[src/rtl/rmsn_ram.sv]
// Generic single-port-write, registered-read RAM.
module rmsn_ram #(
    parameter int WIDTH = 64,
    parameter int DEPTH = 16
) (
    input  logic                     aclk,
    input  logic                     we,
    input  logic [$clog2(DEPTH)-1:0] waddr,
    input  logic [WIDTH-1:0]         wdata,
    input  logic [$clog2(DEPTH)-1:0] raddr,
    output logic [WIDTH-1:0]         rdata
);
    logic [WIDTH-1:0] mem [DEPTH];

    always_ff @(posedge aclk) begin
        if (we) begin
            mem[waddr] <= wdata;
        end
        rdata <= mem[raddr];
    end
endmodule

[config.mk]
export PLATFORM = sky130hd
export DESIGN_NAME = rmsn_ram
export DESIGN_NICKNAME = d
export VERILOG_FILES = /design/src/rtl/rmsn_ram.sv
export SDC_FILE = /design/constraint.sdc
export NUM_CORES = 1
export LEC_CHECK = 0
export BUFFER_PORTS_ARGS = -buffer_cell sky130_fd_sc_hd__buf_2
export CORE_MARGIN = 4
export CORE_UTILIZATION = 36
export CTS_CLUSTER_DIAMETER = 40
export CTS_CLUSTER_SIZE = 12
export DETAILED_ROUTE_END_ITERATION = 7
export PLACE_DENSITY_LB_ADDON = 0.05
export SLEW_MARGIN = 20
export SYNTH_ARGS = -nofsm -noshare
export SYNTH_HDL_FRONTEND = slang
export SYNTH_SLANG_ARGS = --single-unit
[constraint.sdc]
create_clock -name aclk -period 6.55 [get_ports aclk]
set_input_delay 0.3275 -clock aclk [delete_from_list [all_inputs] [get_ports aclk]]
set_output_delay 0.3275 -clock aclk [all_outputs]
set_load 0.02 [all_outputs]
### Yosys cells after proc, flatten, opt, wreduce, memory -nomap -nowiden

Memory sizes are Yosys's and may differ from the RTL's. A register that Yosys moved wholly into a read port is not among the register bits.
Cells that the tools add are included.

| word-level totals | value |
|---|---|
| input port bits | 74 |
| flip-flop bits (word level) | 0 |
| word-level logic and storage cells | 3 |
| output and inout port bits | 64 |
| RAM bits | 1024 |
| memories kept | 1 |

| cells by class | value |
|---|---|
| multiplexer cells | 2 |

Memory list:

| memory | words | bits a word | read ports | clocked after memory_dff | wr ports | line | source |
|---|---|---|---|---|---|---|---|
| mem | 16 | 64 | 1 | 1 | 1 | 13 | `logic [WIDTH-1:0] mem [DEPTH];` |

Operator list:

| cell | number |
|---|---|
| $mux W1 | 2 |

### Longest topological paths before layout

| logic depth | value |
|---|---|
| depth in word-level cells | 2 |
| depth in mapped cells | 6 |
| gate-level depth less buffers | 3 |

### Worst setup path after synthesis

No wires, ideal clock.

| path | value |
|---|---|
| path kind | in2reg |
| from | in waddr[2] |
| to | mem mem[0][0], enable pin |
| stages | 2 |
| arrival time | 5191 ps |
| path slack | 794 ps |
| setup time | 565 ps |
| cell sequence | or3b_2 > nor3_1 |

RTL lines:

| element | line | source |
|---|---|---|
| start, declared | 8 | `input logic [$clog2(DEPTH)-1:0] waddr,` |
| end, declared | 13 |  |

No word-level cell before the write port.

### Final worst setup path

| path | value |
|---|---|
| from | in waddr[2] |
| to | mem mem[11][25], enable pin |

No word-level cell before the write port.

==> results.json <==
{
  "synth_nets": 1721,
  "gp_congestion": 0.690,
  "coreArea_sq_um": 109000,
  "powerDensity_nw_per_um2": 355,
  "fin_crit_sh": 0.356,
  "area_growth_pct": 21.4,
  "hold_violations": 0,
  "wl_met2_microns": 47100,
  "synth-edff-count": 1024,
  "async_flop_share": 0,
  "synth_area_leaders": "edfxtp_1 78%, mux4_2 15%, dfxtp_1 3.2%",
  "drtAntennaViolNets": 0,
  "relSlewSlack": 0.251,
  "clk_path_buf_depth": 3,
  "grt_max_degree": 118,
  "netlist_area_sq_um": 39600,
  "worst_slew_pin_slew_ns": 1.12,
  "syn_area_per_cell_sq_um": 24.0,
  "drt_wl_total_microns": 95900,
  "hold_start": "waddr[0]",
  "clock.fmax_mhz": 429,
  "cts_max_level": 4,
  "nNetsFinal": 2029,
  "min_period_ns": 2.33,
  "ys_seq_area_frac": 0.809,
  "synth_cell_types": 18,
  "setup_viol": 0,
  "cts_tree": "built",
  "path_clk_slew_ns": 0.05,
  "dp_hpwl_microns": 47600,
  "track_usage": 0.169,
  "ios": 138,
  "synth_common_cells": "1024 x edfxtp_1, 256 x mux4_2, 128 x a22oi_1",
  "critPathMaxFanout": 41,
  "clock_sinks": 1088,
  "hp-class": "in2reg",
  "wl_met1_microns": 42300,
  "vias": 18200,
  "fin_skew_ns": 0.0291,
  "worstSetupPathType": "in2reg",
  "peakVddDrop_mv": 0.231,
  "wl_per_cell_microns": 27.4,
  "die_y_microns": 340,
  "rows": 121,
  "initial_core_util": 0.363,
  "cp-start-kind": "input port",
  "r2r_start": "mem[3][53]",
  "yosysWarnings": 0,
  "overflow": 0,
  "rsz0062_at_grt": "no",
  "drc_errors": 0,
  "synth_flop_cell": "edfxtp_1",
  "total_leakage_power_uw": 0.0156,
  "synth.ff_latch_count": 1088,
  "status": "completed",
  "dieArea_sq_um": 115000,
  "syn_inst": 1647,
  "first_pass_iters": 5,
  "synth.most_common_cell": "edfxtp_1",
  "port_buffers": 137,
  "cts_buffers": 156,
  "tns_ns": 0,
  "end_kind": "flip-flop",
  "antenna_found_initial": 1,
  "synth_top_area_share": 0.777,
  "power_uw": 17100,
  "yosysTopAreaCell": "edfxtp_1",
  "cp.required_ns": 6.88,
  "final_layout_size_suffix_gt1_frac": 0.335,
  "fp.dieW_microns": 340,
  "via_per_inst": 5.20,
  "drv_cap": 0,
  "grt_pass1_wl_microns": 140000,
  "arrival_ns": 2.66,
  "critPathLaunch": "waddr[2]",
  "top_layer": "met4",
  "met3_length_microns": 4640,
  "first_global_vias": 20200,
  "cts_root_buf": "clkbuf_16",
  "initialDrtViolationCount": 1318,
  "maxSlewViolCount": 0,
  "clock_latency_ns": 0.73
}
-- sequential cells by signal (all words and copies together), names as in the netlist --
signal and cells:
mem 1024, rdata 64
-- logic make-up (layout without fill, tap and decap cells) --
logic type             after synthesis  count (layout)  share of synthesized area
AOI/OAI and AO/OA                  128             128                     0.0243
buffers and inverters               84             522                     0.0114
DFF                               1088            1088                      0.809
muxes                              256             256                      0.146
other                                0               1                          0
and+or+nand+nor                     91              91                    0.00942
-- routing by layer --
layer	vias up	GRT usage
met3	138	0.0344
li1	7730	-
met1	9922	0.230
met4	0	0.0506
met5	-	0
met2	415	0.275
-- per-stage QoR --
step	area, sq um	setup WS (ns)	hold WS [ns]	instances	utilization
after floorplan	39600	0.794	0.426	1647	-
final	48000	4.22	0.232	3500	0.441
after CTS	48000	4.20	0.173	3498	0.441
after global routing	48000	4.10	0.216	3499	0.441
after global placement	42000	3.42	0.657	3146	0.386
after detailed placement	42000	3.42	0.654	3146	0.386
-- where the power goes --
| part | internal (uW) | switching [uW] | total (uW) |
|---|---|---|---|
| sequential | 7790 | 53.8 | 7850 |
| combinational | 294 | 469 | 763 |
| clock | 5390 | 3060 | 8440 |
| total | 13500 | 3580 | 17100 |
-- worst paths after layout --
| kind | endpoint | slack, ns | depth (start not counted) |
|---|---|---|---|
| setup / recovery | mem[11][25] | 4.22 | 4 |
| hold / removal | mem[0][11] | 0.23 | 3 |
| setup reg to reg | rdata[53] | 4.85 | 3 |
| hold reg to reg | rdata[45] | 0.66 | 3 |
-- worst max-delay path, stage by stage --
cell,delay [ns]
buf_2,0.12
nand3b_1,0.35
nor2_4,0.90
buf_4,0.86
-- layout by cell type (no fill, tap or decap), drive strengths merged --
cell / netlist / layout
nor3: 4 / 4
a22oi: 128 / 128
dlygate4sd3: 0 / 64
inv: 0 / 17
diode: 0 / 1
buf: 48 / 170
and2: 1 / 1
dfxtp: 64 / 64
nand3: 1 / 1
nor2b: 2 / 2
bufinv: 0 / 19
or3b: 1 / 1
edfxtp: 1024 / 1024
nand2b: 2 / 2
nand2: 65 / 65
clkinv: 0 / 46
nand3b: 2 / 2
clkinvlp: 0 / 14
mux4: 256 / 256
nor2: 13 / 13
clkbuf: 36 / 192
-- cell type report --
type | instances | area, sq um
Timing Repair Buffer | 234 | 1660
Fill cell | 9288 | 61000
Multi-Input combinational cell | 475 | 7230
Antenna cell | 1 | 2.50
Tap cell | 1414 | 1770
Sequential cell | 1088 | 32000
Clock buffer | 192 | 4250
Clock inverter | 96 | 1100
-- timing repair --
item / in CTS / in global routing
setup buffers: 0 / 0
endpoints found under the hold margin: 990 / 0
hold buffers: 64 / 0
resized for setup: 0 / 0
No activity file was read; power rests on OpenSTA's default activity.
