===== src/rtl/rmsn_sqrt.sv =====
// Iterative 64-bit integer square root, one result bit per cycle.
module rmsn_sqrt (
    input  logic        aclk,
    input  logic        aresetn,
    input  logic        start,
    input  logic [63:0] radicand,
    output logic        done,
    output logic [31:0] root
);
    logic [63:0] v_reg, v_next, res_reg, res_next, bit_reg, bit_next;
    logic        busy_reg, busy_next, done_reg, done_next;
    logic [63:0] rb;

    always_comb begin
        v_next = v_reg;
        res_next = res_reg;
        bit_next = bit_reg;
        busy_next = busy_reg;
        done_next = 1'b0;
        rb = res_reg + bit_reg;
        if (start) begin
            v_next = radicand;
            res_next = '0;
            bit_next = 64'h4000_0000_0000_0000;
            busy_next = 1'b1;
        end else if (busy_reg) begin
            if (v_reg >= rb) begin
                v_next = v_reg - rb;
                res_next = (res_reg >> 1) + bit_reg;
            end else begin
                res_next = res_reg >> 1;
            end
            bit_next = bit_reg >> 2;
            if (bit_reg[0]) begin
                busy_next = 1'b0;
                done_next = 1'b1;
            end
        end
    end

    always_ff @(posedge aclk) begin
        if (!aresetn) begin
            busy_reg <= 1'b0;
            done_reg <= 1'b0;
        end else begin
            busy_reg <= busy_next;
            done_reg <= done_next;
        end
        v_reg <= v_next;
        res_reg <= res_next;
        bit_reg <= bit_next;
    end

    assign done = done_reg;
    assign root = res_reg[31:0];
endmodule


===== config.mk =====
export PLATFORM = sky130hd
export DESIGN_NAME = rmsn_sqrt
export DESIGN_NICKNAME = d
export VERILOG_FILES = /design/src/rtl/rmsn_sqrt.sv
export SDC_FILE = /design/constraint.sdc
export NUM_CORES = 1
export LEC_CHECK = 0
export ABC_AREA = 1
export ABC_CLOCK_PERIOD_IN_PS = 5400
export BUFFER_PORTS_ARGS = -buffer_cell sky130_fd_sc_hd__buf_2
export CAP_MARGIN = 20
export CORE_ASPECT_RATIO = 1.75
export CORE_MARGIN = 2
export CORE_UTILIZATION = 30
export CTS_CLUSTER_SIZE = 28
export DETAILED_ROUTE_END_ITERATION = 7
export PLACE_DENSITY = 0.48
export SLEW_MARGIN = 20
export SYNTH_ARGS = -nofsm -noshare
export SYNTH_HDL_FRONTEND = slang
export SYNTH_SLANG_ARGS = --single-unit

===== constraint.sdc =====
create_clock -name aclk -period 5.4 [get_ports aclk]
set_input_delay 0.27 -clock aclk [delete_from_list [all_inputs] [get_ports aclk]]
set_output_delay 0.27 -clock aclk [all_outputs]
set_load 0.05 [all_outputs]

# After elaboration in Yosys (flattened, before gate mapping)
# Index checks and enable logic that the tools add are counted.
# op_classes
reduce_logical,4
magnitude_cmp,1
add_sub_neg,3
n_bitwise,2
mux,8
# ops
operator,count
64-bit two-way mux,4
63-bit by 63-bit adder with 64-bit output,1
64-bit by 63-bit adder with 64-bit output,1
64-bit >= comparator,1
64-bit subtractor,1
1-bit two-way mux,4
2-bit nonzero test,2
3-bit OR reduction,1
1-bit inverter,2
2-bit AND reduction,1
# word_totals
out_inout_bits,33
wordCells,23
reg_bits,162

# Longest topological paths before layout
# logic_depth
ltp_word,5
ltp_mapped,31

# Least setup slack after synthesis
# OpenSTA, ideal clock, no wires.
# synth_path
path_type,flip-flop to flip-flop
from,register res_reg[6]
to,"register v_reg[0], enable pin"
arrival_time_ns,4.511
period_less_slack_ns,4.935
slack_ns,0.465
path_stages_with_launch,26
cell_sequence,dfxtp_1 ha_1 nand2_1 o21ai_0 inv_1 nand2_1 nand2_1 nand2_1 nand2_1 nand2_1 nand2_1 nand2_1 a21oi_1 xor2_1 ha_1 nand2_1 nor2_2 inv_1 nor2_2 nand2_1 nor3_2 nand2_2 nand2_2 nand2_2 buf_2 nand2_1
# synth_between
elab_chain_len,4
# synth_lines
element,line_no,rtl
start: declaration,10,"logic [63:0] v_reg, v_next, res_reg, res_next, bit_reg, bit_next;"
start signal: assignment,50,res_reg <= res_next;
64-bit by 63-bit adder with 64-bit output,20,rb = res_reg + bit_reg;
64-bit >= comparator,27,if (v_reg >= rb) begin
2-bit nonzero test (no source line),-,
2-bit AND reduction (no source line),-,
end signal: assignment,49,v_reg <= v_next;
end: declaration,10,
# No other way between the ends.
# A chain may end at the register's enable or synchronous reset.

# Final worst setup path
# layout_path
from,register res_reg[50]
to,register res_reg[1]
# layout_between
elab_chain_len,3
# layout_lines
element,line_no
64-bit by 63-bit adder with 64-bit output,20
64-bit >= comparator,27
64-bit two-way mux,27
# No other way between the ends.

==> impl_results.md <==
* Status: finished clean
* Clock insertion delay at the later pin of the skew report at 510 ps
* Mean instance size in the synthesized netlist at 5.62 sq um
* Reported leakage power at 10.2 nW
* Layout Skew at 14.6 ps
* Maximum number of pins on one net before global-route repair at 81
* Syn Nets at 3773
* Number of antenna violations at the first check in global routing at 0
* Diode insertion count for antenna repair at 0
* Iteration count of the initial detailed-routing pass at 6
* Site Rows at 125
* Min Clock Period, post-route at 5070 ps
* GRT overflow at 0
* Synth-to-Final Area Change at 10.5%
* Sinks on the clock net at 162
* Power after layout at 11.2 mW
* CTS max path bufs at 2
* Total number of nets in the final design at 3838
* Number of max-slew violations in the final report at 0
* Final Worst Setup Slack at 334 ps
* Clock transition at the register clock pins on the worst setup and hold paths after CTS at 70 ps
* Source of the worst register-to-register timing path: res_reg[50]$_SDFFE_PP0P_
* Worst setup EP type: flip-flop
* Worst Reg2Reg Path Length in Cells at 20
* Number of post-CTS setup repair buffers at 0
* Avg WL per Cell at 21.2 um
* WHS Path Cells at 3
* Drt via density at 5.03
* Count of different cell masters after synthesis at 46
* Hold wc startpoint: radicand[9]
* TritonCTS buffer count at 17
* Number of I/O port buffers at 99
* Die boundary height at 346 um
* CTS HTree Levels at 4
* Syn. warnings at 0
* Post-synthesis cell count at 3575
* Cell chosen for the clock root: sky130_fd_sc_hd__clkbuf_16
* Final setup violation count at 0
* Post-route clock period utilization at 0.938
* Pre-CTS setup slack at 455 ps
* Leading cell types in the layout, fill and taps excluded: sky130_fd_sc_hd__nand2_1, sky130_fd_sc_hd__inv_1, sky130_fd_sc_hd__nor2_1
* Number of flops mapped to enable cells by yosys at 64
* Num ports at 100
* Unrepaired setup endpoints after global routing: false
* Standard cell core area at 66300 sq um
* Slew of the pin with the lowest slew margin at 1030 ps
* Proportion of layout cells with a drive suffix above 1 at 0.0662
* IR Drop Worst-Case VDD at 0.000294 V
* FF+latch count, synth at 162
* Async set-or-reset flop fraction in the synthesized netlist at 0
* Final antenna-violating net count at 0
* Final estimated routing congestion in global placement at 0.998
* Die outline area at 69200 sq um
* Max-cap violations at 0
* Classification of the worst setup path: reg2reg
* TritonCTS clock tree: built
* Overall via count from detail_route at 22800
* Sum of net half-perimeters after detailed placement at 80500 um
* Most common cell after layout, fill and taps aside: sky130_fd_sc_hd__nand2_1
* Required time of the critical path at 5740 ps
* Max-slew headroom at the worst pin at 0.311
* Power per standard cell area at 504 nW/um^2
* Via count of the first global-routing pass at 23700
* Total Routed Length at 96200 um
* Wire length of the first global-routing pass at 141000 um
* CP startpoint kind: flip-flop
* Most used flip-flop cell after synthesis: sky130_fd_sc_hd__dfxtp_1
* Sequential element share of the synthesized area at 0.193
* Combined area of all synthesized cells at 20100 sq um
* Highest achievable clock rate at 197 MHz
* GRT Overall Usage at 0.281
* Count of endpoints failing hold in the final timing report at 0
* Initial core utilization at 0.303
* Kind of path behind the tightest hold check: in2reg
* Maximum net fanout on the critical path at 45
* Timing startpoint of the critical path: res_reg[50]$_SDFFE_PP0P_
* Die extent in x at 200 um
* First-iteration detailed-routing DRC count at 1499
* Post-route worst hold slack at 36.8 ps
* DRC violation count after routing at 0
* Crit path DAT at 5400 ps
* Final total negative setup slack at 0 ps
[layer usage]
layer,wire length [um],up-vias,global-route usage
met2,50100,613,0.519
met1,34500,10400,0.281
met5,0,-,0
li1,-,11500,-
met4,8890,0,0.222
met3,2620,281,0.0272
[final timing paths]
path	to	slack, ps
worst min register to register	res_reg[0]$_SDFFE_PP0P_	520
worst max-delay path	res_reg[1]$_SDFFE_PP0P_	330
worst max register to register	res_reg[1]$_SDFFE_PP0P_	330
worst min-delay path	v_reg[9]$_DFFE_PP_	40
[worst max-delay path, cell delays in order, from the launching register on]
cell and delay, ps:
sky130_fd_sc_hd__dfxtp_1 430, sky130_fd_sc_hd__ha_1 450, sky130_fd_sc_hd__nand2_1 110, sky130_fd_sc_hd__nor2_1 280
sky130_fd_sc_hd__nand2_1 180, sky130_fd_sc_hd__nor2_1 490, sky130_fd_sc_hd__nand3_1 470, sky130_fd_sc_hd__nand3_1 190
sky130_fd_sc_hd__nand2_1 80, sky130_fd_sc_hd__ha_1 380, sky130_fd_sc_hd__nand2_1 140, sky130_fd_sc_hd__nor3_1 310
sky130_fd_sc_hd__nand2_1 190, sky130_fd_sc_hd__nor2_1 220, sky130_fd_sc_hd__a21oi_4 100, sky130_fd_sc_hd__nand2_2 110
sky130_fd_sc_hd__buf_12 250, sky130_fd_sc_hd__buf_4 250, sky130_fd_sc_hd__nand2_1 70, sky130_fd_sc_hd__nand3_1 60
sky130_fd_sc_hd__a21oi_1 80
[stage by stage]
stage | instances | instance area [sq um] | utilization
after floorplan | 3575 | 20100 | -
after global placement | 4509 | 21600 | 0.326
after detailed placement | 4509 | 21600 | 0.326
after CTS | 4542 | 22200 | 0.335
after global routing | 4542 | 22200 | 0.335
final | 4542 | 22200 | 0.335
[layout make-up]
type	count	area (sq um)
fillers	7800	44100
multi-input cells	2789	13700
flip-flops and latches	162	3890
inverters	506	1900
well taps	889	1110
repair buffers	164	1040
clock buffers	20	468
clock inverters	12	121
[synthesized netlist by cell type, types with 43 or more instances]
cell	instances	share of area
sky130_fd_sc_hd__xor2_1	48	0.021
sky130_fd_sc_hd__nand3_1	295	0.073
sky130_fd_sc_hd__nand2_1	1204	0.22
sky130_fd_sc_hd__edfxtp_1	64	0.096
sky130_fd_sc_hd__nor2_1	443	0.083
sky130_fd_sc_hd__xnor2_1	53	0.023
sky130_fd_sc_hd__ha_1	130	0.081
sky130_fd_sc_hd__dfxtp_1	98	0.098
sky130_fd_sc_hd__clkbuf_1	43	0.0080
sky130_fd_sc_hd__o21ai_0	158	0.039
sky130_fd_sc_hd__inv_1	502	0.094
sky130_fd_sc_hd__a21oi_1	222	0.055
[power breakdown]
group	leakage, nW	switching, mW	internal [mW]
logic	8.45	5.24	2.51
registers	1.44	0.383	1.76
clock network	0.289	0.608	0.681
total	10.2	6.24	4.94
[logic make-up (layout without fill, tap and decap cells)]
logic type,count (synthesis),count (layout),synth area share
and+or+nand+nor,2086,2086,0.426
buffers and inverters,624,702,0.127
AOI/OAI and AO/OA,471,471,0.127
DFF,162,162,0.193
adders and majority gates,131,131,0.0819
xor gates and xnor gates,101,101,0.0440
[timing repair]
item                                   CTS  global route
endpoints found under the hold margin    2             0
hold buffers                             1             0
gates resized for setup                  0             0
(Power assumes the default switching activity.)
