### src/rtl/rmsn_pkg.sv
// Package: types and constants for the running mean/std normalizer.
package rmsn_pkg;

    localparam int unsigned SUM_W = 64;
    localparam int unsigned CNT_W = 32;
    localparam logic [63:0] VAR_MIN = 64'd429497;
    localparam logic [63:0] VAR_MAX = 64'd42949672960000;
    localparam logic [63:0] MEAN_LIMIT = 64'd1099511627776;
    localparam logic [31:0] ONE_Q16 = 32'd65536;
    localparam logic OP_ACC = 1'b0;
    localparam logic OP_NORM = 1'b1;

    typedef struct packed {
        logic        operation;
        logic [3:0]  dim_index;
        logic signed [23:0] value;
        logic        last_of_observation;
    } rmsn_in_t;

    typedef struct packed {
        logic signed [23:0] normalized_value;
        logic        was_clipped;
    } rmsn_out_t;

    typedef enum logic [3:0] {
        ST_IDLE, ST_READ, ST_ACC, ST_DIV1, ST_DIV2, ST_MSQ, ST_VAR, ST_SQRT,
        ST_DIFF, ST_DIV3, ST_CLIP, ST_OUT
    } rmsn_state_t;

    typedef struct packed {
        logic        start;
        logic [63:0] num;
        logic [63:0] den;
    } rmsn_div_req_t;

endpackage

### src/rtl/rmsn_div.sv
// Iterative 64/64 unsigned restoring divider, one quotient bit per cycle.
module rmsn_div (
    input  logic                   aclk,
    input  logic                   aresetn,
    input  rmsn_pkg::rmsn_div_req_t req,
    output logic                   done,
    output logic [63:0]            quot
);
    logic [63:0] q_reg, q_next, r_reg, r_next, d_reg, d_next;
    logic [6:0]  cnt_reg, cnt_next;
    logic        busy_reg, busy_next, done_reg, done_next;
    logic [64:0] trial;

    always_comb begin
        q_next = q_reg;
        r_next = r_reg;
        d_next = d_reg;
        cnt_next = cnt_reg;
        busy_next = busy_reg;
        done_next = 1'b0;
        trial = {r_reg, q_reg[63]} - {1'b0, d_reg};
        if (req.start) begin
            q_next = req.num;
            r_next = '0;
            d_next = req.den;
            cnt_next = 7'd64;
            busy_next = 1'b1;
        end else if (busy_reg) begin
            if (!trial[64]) begin
                r_next = trial[63:0];
                q_next = {q_reg[62:0], 1'b1};
            end else begin
                r_next = {r_reg[62:0], q_reg[63]};
                q_next = {q_reg[62:0], 1'b0};
            end
            cnt_next = cnt_reg - 7'd1;
            if (cnt_reg == 7'd1) begin
                busy_next = 1'b0;
                done_next = 1'b1;
            end
        end
    end

    always_ff @(posedge aclk) begin
        if (!aresetn) begin
            busy_reg <= 1'b0;
            done_reg <= 1'b0;
            cnt_reg <= '0;
        end else begin
            busy_reg <= busy_next;
            done_reg <= done_next;
            cnt_reg <= cnt_next;
        end
        q_reg <= q_next;
        r_reg <= r_next;
        d_reg <= d_next;
    end

    assign done = done_reg;
    assign quot = q_reg;

    a_done_after_busy: assert property (@(posedge aclk) disable iff (!aresetn)
        done_reg |-> $past(busy_reg)) else $error("done without busy");
    a_cnt_idle: assert property (@(posedge aclk) disable iff (!aresetn)
        !busy_reg |-> cnt_reg == 7'd0) else $error("count while idle");
    a_no_start_busy: assert property (@(posedge aclk) disable iff (!aresetn)
        busy_reg && cnt_reg > 7'd1 |=> busy_reg || req.start)
        else $error("divider stopped early");
endmodule

### config.mk
export PLATFORM = sky130hd
export DESIGN_NAME = rmsn_div
export DESIGN_NICKNAME = d
export VERILOG_FILES = /design/src/rtl/rmsn_pkg.sv /design/src/rtl/rmsn_div.sv
export SDC_FILE = /design/constraint.sdc
export NUM_CORES = 1
export LEC_CHECK = 0
export CAP_MARGIN = 20
export CORE_ASPECT_RATIO = 2
export CORE_MARGIN = 2
export CORE_UTILIZATION = 60
export CTS_BUF_LIST = sky130_fd_sc_hd__clkbuf_4 sky130_fd_sc_hd__clkbuf_8
export CTS_CLUSTER_DIAMETER = 120
export CTS_CLUSTER_SIZE = 28
export DETAILED_ROUTE_END_ITERATION = 6
export DONT_BUFFER_PORTS = 1
export HOLD_SLACK_MARGIN = 0.06
export PLACE_DENSITY = 0.77
export SETUP_SLACK_MARGIN = 0.1
export SLEW_MARGIN = 10
export SYNTH_ARGS = -nofsm -noshare
export SYNTH_HDL_FRONTEND = slang
export SYNTH_SLANG_ARGS = --single-unit
### constraint.sdc
create_clock -name aclk -period 3.35 [get_ports aclk]
set_input_delay 0.1675 -clock aclk [delete_from_list [all_inputs] [get_ports aclk]]
set_output_delay 0.1675 -clock aclk [all_outputs]
set_load 0.005 [all_outputs]
[Yosys cells after proc, flatten, opt, wreduce, memory -nomap -nowiden]
Index checks and enable logic that the tools add are counted.
Storage, ports and cells
  register bits after elaboration: 201
  bits of input ports: 131
  output and inout port bits: 65
  word-level logic and storage cells: 25
Operators by class
  add/sub/neg operators: 2
  equality and inequality tests: 1
  multiplexer cells: 10
  bitwise gates (word level): 2
  reductions and logical operators: 3
Operators with widths (count)
  64-bit two-way mux: 3
  65-bit by 64-bit subtractor with 65-bit output: 1
  7-bit two-way mux: 2
  7-bit by 1-bit equality test with 1-bit output, second input constant: 1
  7-bit by 1-bit subtractor with 7-bit output, second input constant: 1
  1-bit two-way mux: 5
  3-bit OR reduction: 1
  1-bit NOT: 2
  2-bit nonzero test: 1
  2-bit OR reduction: 1

[Depth between registers and ports, before layout]
Gate-level depths: netlist of the first run.
  word-level depth: 4
  gate-level depth with buffers: 15
  gate-level depth less buffers: 13

[Worst setup path before layout of the first run]
OpenSTA, ideal clock, no wires.
  path type: flip-flop to flip-flop
  from: reg q_reg[63] (netlist: quot[63])
  to: reg r_reg[62]
  setup time: 0.091 ns
  data arrival time: 2.929 ns
  required time: 3.259 ns
  setup slack: 0.330 ns
  stages on the path, launching flop included: 16
  buffers on the path: 2
  period minus slack after synthesis: 3.020 ns
  cells stage by stage: edfxtp_1 inv_1 ha_1 fa_1 nor2b_1 o31ai_1 a31oi_1 a31o_2 o21ai_4 o2111ai_2 a21o_2 and2_4 buf_12 buf_8 o2111ai_1 a311oi_1
On the way
  cells in the longest elaborated chain, start to end: 2
Ends and longest elaborated chain
  start, declared: line rmsn_div.sv:9  | logic [63:0] q_reg, q_next, r_reg, r_next, d_reg, d_next;
  start signal, assigned: line rmsn_div.sv:54  | q_reg <= q_next;
  65-bit by 64-bit subtractor with 65-bit output: line rmsn_div.sv:21  | trial = {r_reg, q_reg[63]} - {1'b0, d_reg};
  64-bit two-way mux: line rmsn_div.sv:29  | if (!trial[64]) begin
  end signal, assigned: line rmsn_div.sv:55  | r_reg <= r_next;
  end, declared: line rmsn_div.sv:9
No other way between the ends.
A chain may end at the register's enable or synchronous reset.

[Final worst setup path of the first run]
  from: reg q_reg[63] (netlist: quot[63])
  to: reg r_reg[7]
The elaborated chain is that of the path after synthesis.

==> results of run 1 <==
## worst paths after layout
kind / startpoint / endpoint / slack (ns) / cells past startpoint
setup / recovery: quot[63] / r_reg[7] / 0.04 / 15
hold / removal: req[128] / d_reg[54] / 0.06 / 1
setup reg to reg: quot[63] / r_reg[7] / 0.04 / 15
hold reg to reg: r_reg[28] / r_reg[28] / 0.52 / 2
## routing by layer
layer,share of wire (%),vias to the layer above
met5,0,-
met4,8.1,0
met3,6.8,225
met2,52,642
met1,33,5156
li1,-,4829
## timing repair
item / 4_1_cts / 5_1_grt
pin swaps: 10 / 38
setup buffers: 11 / 14
gates cloned: 3 / 1
endpoints found under the hold margin: 262 / 125
endpoints found under the setup margin: 43 / 65
hold buffers: 196 / 1
resized for setup: 15 / 103
## cell families after synthesis
kind of cell,Yosys count,synth area share (%)
xor gates and xnor gates,61,4.45
and+or+nand+nor,294,11.4
DFF,201,44.2
AOI/OAI and AO/OA,307,17.5
buffers and inverters,152,5.68
muxes,110,9.82
adders and majority gates,67,7.04
## power breakdown
group          total [mW]  internal (mW)  switching, mW
Clock                1.19          0.371          0.817
Sequential           3.09           2.89          0.197
Combinational        2.39           1.13           1.26
Total                6.66           4.39           2.27
## synth_stat cells (all sizes together) (22+ instances only)
library cell | instances | area share [%]
xnor2 | 39 | 2.8
nor2 | 109 | 3.4
inv | 90 | 2.8
mux2 | 63 | 5.9
clkbuf | 41 | 1.3
xor2 | 22 | 1.6
a211oi | 62 | 3.9
ha | 66 | 6.9
nand2 | 75 | 2.3
o21ai | 44 | 1.9
a21o | 28 | 1.8
edfxtp | 128 | 32
mux2i | 47 | 3.9
dfxtp | 73 | 12
a21oi | 84 | 3.6
## worst max-delay path: stages, from the launching register on
cell	delay (ns)
edfxtp_1	0.44
inv_1	0.08
ha_2	0.19
fa_2	0.25
nor2b_4	0.06
o31ai_4	0.30
a31oi_4	0.16
a31o_4	0.27
o21ai_4	0.16
o2111ai_2	0.14
buf_4	0.17
nand3_4	0.08
and2_4	0.26
buf_12	0.19
mux2i_2	0.25
a211oi_2	0.12
## final cells by class
cell class / instances / area, µm² / area share [%]
Clock buffer: 15 / 181 / 1.17
Clock inverter: 1 / 30.0 / 0.193
Inverter: 92 / 345 / 2.22
Multi-Input combinational cell: 840 / 6560 / 42.2
Sequential cell: 201 / 5310 / 34.2
Tap cell: 262 / 328 / 2.11
Timing Repair Buffer: 283 / 2790 / 17.9
==> flow_metrics.py, run 1 <==
metrics = {
    "grt": {
        "gr-usage-all-layers_pct": 34.0,
        "use_met2_pct": 64.1,
        "grt_pass1_wl_um": 57100,
        "antenna_found_initial": 0,
        "use_met1_pct": 33.1,
        "grt-ovfl-total": 0,
        "use_met3_pct": 6.03,
        "grt_max_degree": 194,
        "grt_busiest_layer": "met2",
        "first_global_vias": 11300,
    },
    "detailed_routing": {
        "vias_per_cell": 6.41,
        "wl_per_cell_um": 22.9,
        "drc_errors": 0,
        "ant_nets": 0,
        "wirelength_um": 38800,
        "drtIter0Drc": 828,
        "num_vias": 10900,
        "first_pass_iters": 6,
    },
    "clock_network": {
        "htreeDepth": 1,
        "cts_tree": "built",
        "numCtsBuffers": 11,
        "clkLatencyLatePin_ns": 0.54,
        "clockBufferDepth": 3,
        "cts_sinks": 201,
        "cts-root-buf": "clkbuf_8",
        "clkTransAtPathRegs_ns": 0.18,
    },
    "die": {
        "rows": 73,
        "core-area_mm2": 0.0197,
        "io_pins": 196,
        "initial_core_util_pct": 60.9,
        "die_h_um": 204,
        "dieArea_mm2": 0.0212,
        "die_w_um": 104,
    },
    "layout": {
        "n_fill_cell": 1252,
        "antenna_cells": 0,
        "final_cells": 1694,
        "utilization_pct": 78.8,
        "syn_to_final_growth_pct": 29.4,
        "layout_commonest_cell": "dlygate4sd3_1",
        "final_area_mm2": 0.0155,
        "layout_common_cells": "dlygate4sd3_1, edfxtp_1, nor2_1, inv_1, buf_4",
        "num-nets-final": 1627,
        "drive_above_1_share_pct": 19.2,
    },
    "yosys": {
        "synth_nets": 1390,
        "synth-seq-cells": 201,
        "yosysWarnings": 0,
        "yosys.cell_types.count": 71,
        "ys_async_sr_fraction_pct": 0,
        "synth_cells": 1192,
        "ys_seq_area_share_pct": 44.2,
        "synth_ff_type": "edfxtp_1",
        "syn_area_per_cell_um2": 10.1,
        "synth-edff-count": 128,
        "synth_area_mm2": 0.0120,
    },
    "critical_path": {
        "required_ns": 3.72,
        "crit_fanout": 11,
        "critPathKind": "register to register",
        "cp-start-kind": "register",
        "end_kind": "register",
        "cp.arrival_ns": 3.68,
    },
    "placement": {
        "dp_hpwl_um": 22200,
        "dpl.cell_count": 1452,
        "gp_congestion": 0.927,
        "placed_area_mm2": 0.0125,
        "pre_cts_ws_ns": -0.0681,
        "io_buffers": 0,
    },
    "timing": {
        "slew_headroom_pct": 32.8,
        "hold_violations": 0,
        "fin_setup_tns_ns": 0,
        "fmax_mhz": 302,
        "worstMarginPinSlew_ns": 1.01,
        "worst_slack_ns": 0.0409,
        "setup_viol": 0,
        "clock_skew_ns": 0.0541,
        "whs_ns": 0.0568,
        "finalMaxSlewViolations": 0,
        "rsz0062_at_grt": "yes",
        "layout_min_cycle_time_ns": 3.31,
        "fin_crit_sh_pct": 98.8,
    },
    "power_and_ir_drop": {
        "finalPower_mw": 6.66,
        "p_per_area_mw_per_mm2": 429,
        "irDropWorstVdd_mv": 0.491,
        "p_leak_nw": 6.17,
    },
    "flow_run": {
        "maxCapViolations": 0,
    },
    "worst_hold_path": {
        "min_path_type": "input pin to register",
    },
    "run_status": {
        "status": "completed",
    },
}
Note: power is estimated with default switching activity, not from simulation.
==> inputs of run 2 (changes only) <==
- PLACE_DENSITY: 0.77 -> default
- PLACE_DENSITY_LB_ADDON: default -> 0.15
==> run 2 against run 1 <==
Against the previous run:
- core utilization down 2.6 points
- sequential share of layout area grew 1.2 points
- design area shrank 3.3%
- critical path depth down 1
- first-iteration DRC count is 29% lower
- non-clock buffer count shrank 38
==> flow_metrics.py, run 2 (synthesis gave the netlist of run 1 again) <==
metrics = {
    "timing": {
        "layout_min_cycle_time_ns": 3.16,
        "clock_skew_ns": 0.0556,
        "fin_crit_sh_pct": 94.2,
        "setup_viol": 0,
        "rsz0062_at_grt": "yes",
        "worstMarginPinSlew_ns": 0.928,
        "fmax_mhz": 317,
        "hold_violations": 0,
        "slew_headroom_pct": 38.2,
        "fin_setup_tns_ns": 0,
        "finalMaxSlewViolations": 0,
    },
    "clock_network": {
        "htreeDepth": 1,
        "cts_tree": "built",
        "cts_sinks": 201,
        "clkTransAtPathRegs_ns": 0.18,
        "cts-root-buf": "clkbuf_8",
        "numCtsBuffers": 11,
        "clockBufferDepth": 3,
        "clkLatencyLatePin_ns": 0.53,
    },
    "power_and_ir_drop": {
        "p_per_area_mw_per_mm2": 426,
        "p_leak_nw": 5.92,
        "p_int_mw": 4.29,
        "irDropWorstVdd_mv": 0.452,
        "seqPwrFrac_pct": 48.1,
        "power.switching_mw": 2.12,
        "pwr-share-clk_pct": 18.6,
        "combPwrFrac_pct": 33.3,
        "switching_share_pct": 33.1,
    },
    "critical_path": {
        "path_delay_family": "compound AO/OA/AOI/OAI gates",
        "end_kind": "register",
        "path_buf_inv": 2,
        "required_ns": 3.77,
        "cp_slowest_cell": "edfxtp_1",
        "cp-start-kind": "register",
        "reg2reg_depth": 14,
        "cp.arrival_ns": 3.58,
        "critPathKind": "register to register",
        "path_cells": "inv_1 > ha_2 > fa_2 > nor2b_4 > o31ai_4 > a31oi_2 > a31o_2 > o21ai_4 > o2111ai_2 > a21o_2 > and2_4 > buf_12 > o21ai_0 > o22ai_1",
        "slowest_delay_ns": 0.43,
        "reg2reg_slack_ns": 0.19,
        "crit_fanout": 27,
        "timing.rr.start": "quot[63]",
        "reg2reg_to": "r_reg[24]",
        "crit_cells": 14,
    },
    "detailed_routing": {
        "wirelength_um": 35100,
        "ant_nets": 0,
        "num_vias": 10200,
        "first_pass_iters": 6,
        "vias_per_cell": 6.17,
        "wl_per_cell_um": 21.2,
        "drc_errors": 0,
        "drtIter0Drc": 586,
    },
    "flow_run": {
        "maxCapViolations": 0,
    },
    "layout": {
        "num-nets-final": 1588,
        "syn_to_final_growth_pct": 25.0,
        "layout_common_cells": "dlygate4sd3_1, edfxtp_1, nor2_1, inv_1",
        "final_area_mm2": 0.0150,
        "drive_above_1_share_pct": 15.6,
        "layout_commonest_cell": "dlygate4sd3_1",
    },
    "die": {
        "core-area_mm2": 0.0197,
        "die_h_um": 204,
        "rows": 73,
        "dieArea_mm2": 0.0212,
        "die_w_um": 104,
        "io_pins": 196,
        "initial_core_util_pct": 60.9,
    },
    "placement": {
        "io_buffers": 0,
        "placed_area_mm2": 0.0124,
        "gp_congestion": 0.962,
        "dp_hpwl_um": 21600,
    },
    "worst_hold_path": {
        "hold_depth": 3,
        "hold_path_end": "r_reg[60]",
        "hp-start": "req[128]",
        "min_path_type": "input pin to register",
    },
    "grt": {
        "antenna_found_initial": 0,
        "first_global_vias": 10700,
        "grt_max_degree": 129,
        "grt_pass1_wl_um": 54100,
        "gr-usage-all-layers_pct": 31.8,
        "grt-ovfl-total": 0,
    },
    "run_status": {
        "status": "completed",
    },
}
## run 2: cell count changes in the layout (fill, tap and decap cells not counted), moves of 3 or more
cell	delta
a211oi_1	+8
a211oi_2	-8
buf_4	-30
ha_1	-4
ha_2	+4
mux2i_1	+11
mux2i_2	-8
mux2i_4	-3
o21ai_0	+5
o21ai_1	-4
## run 2: metrics by stage
step                std cells  power (mW)  util (%)  setup slack, ns  hold slack (ns)
finish                   1657        6.41      76.1            0.194            0.164
global route             1656        6.67      76.1           0.0353            0.134
CTS                      1648        6.22      74.3            0.108           0.0605
detailed placement       1433        4.77      62.7           0.0422            0.253
global placement         1433        4.75      62.7            0.138            0.259
floorplan                1192        4.36         -            0.330            0.266
## run 2: how the worst max path moves through the flow
stage / from / endpoint
floorplan: quot[63] / r_reg[62]
global route: quot[63] / r_reg[32]
global placement: quot[63] / r_reg[46]
CTS: quot[63] / r_reg[5]
detailed placement: quot[63] / r_reg[48]
finish: quot[63] / r_reg[24]
## run 2: power groups by stage
stage          registers [mW]  clock network, mW  logic (mW)
2_1_floorplan            3.05                  0        1.32
3_3_place_gp             3.10                  0        1.64
3_5_place_dp             3.10                  0        1.66
4_1_cts                  3.05               1.20        1.96
5_1_grt                  3.10               1.26        2.31
6_report                 3.08               1.19        2.14
## run 2: what timing repair did
| item | 4_1_cts | 5_1_grt |
|---|---|---|
| gates resized for setup | 14 | 67 |
| gates cloned | 1 | 0 |
| endpoints found under the hold margin | 262 | 0 |
| pin swaps | 2 | 22 |
| setup endpoints to repair | 44 | 65 |
| buffers inserted | 2 | 8 |
| hold buffers | 195 | 0 |
## run 2: metal layers
metal	global-route usage [%]	wire, µm	vias up	part of all wire (%)
met5	0	0	-	0
met4	16.1	1880	0	5.4
met3	4.82	1910	121	5.4
met2	62.0	19200	447	55
met1	32.4	12200	4911	35
li1	-	-	4746	-
## run 2: layout make-up
type	count	area, µm²
diodes	1	2.50
clock buffers	16	189
clock inverters	1	30.0
fillers	1395	4710
inverters	92	349
multi-input cells	839	6390
flip-flops and latches	201	5310
well taps	262	328
repair buffers	245	2430
## run 2: tightest hold or removal path: stages
cell and delay (ns):
clkinv_1 0.24, a41oi_1 0.15, o21ai_0 0.06
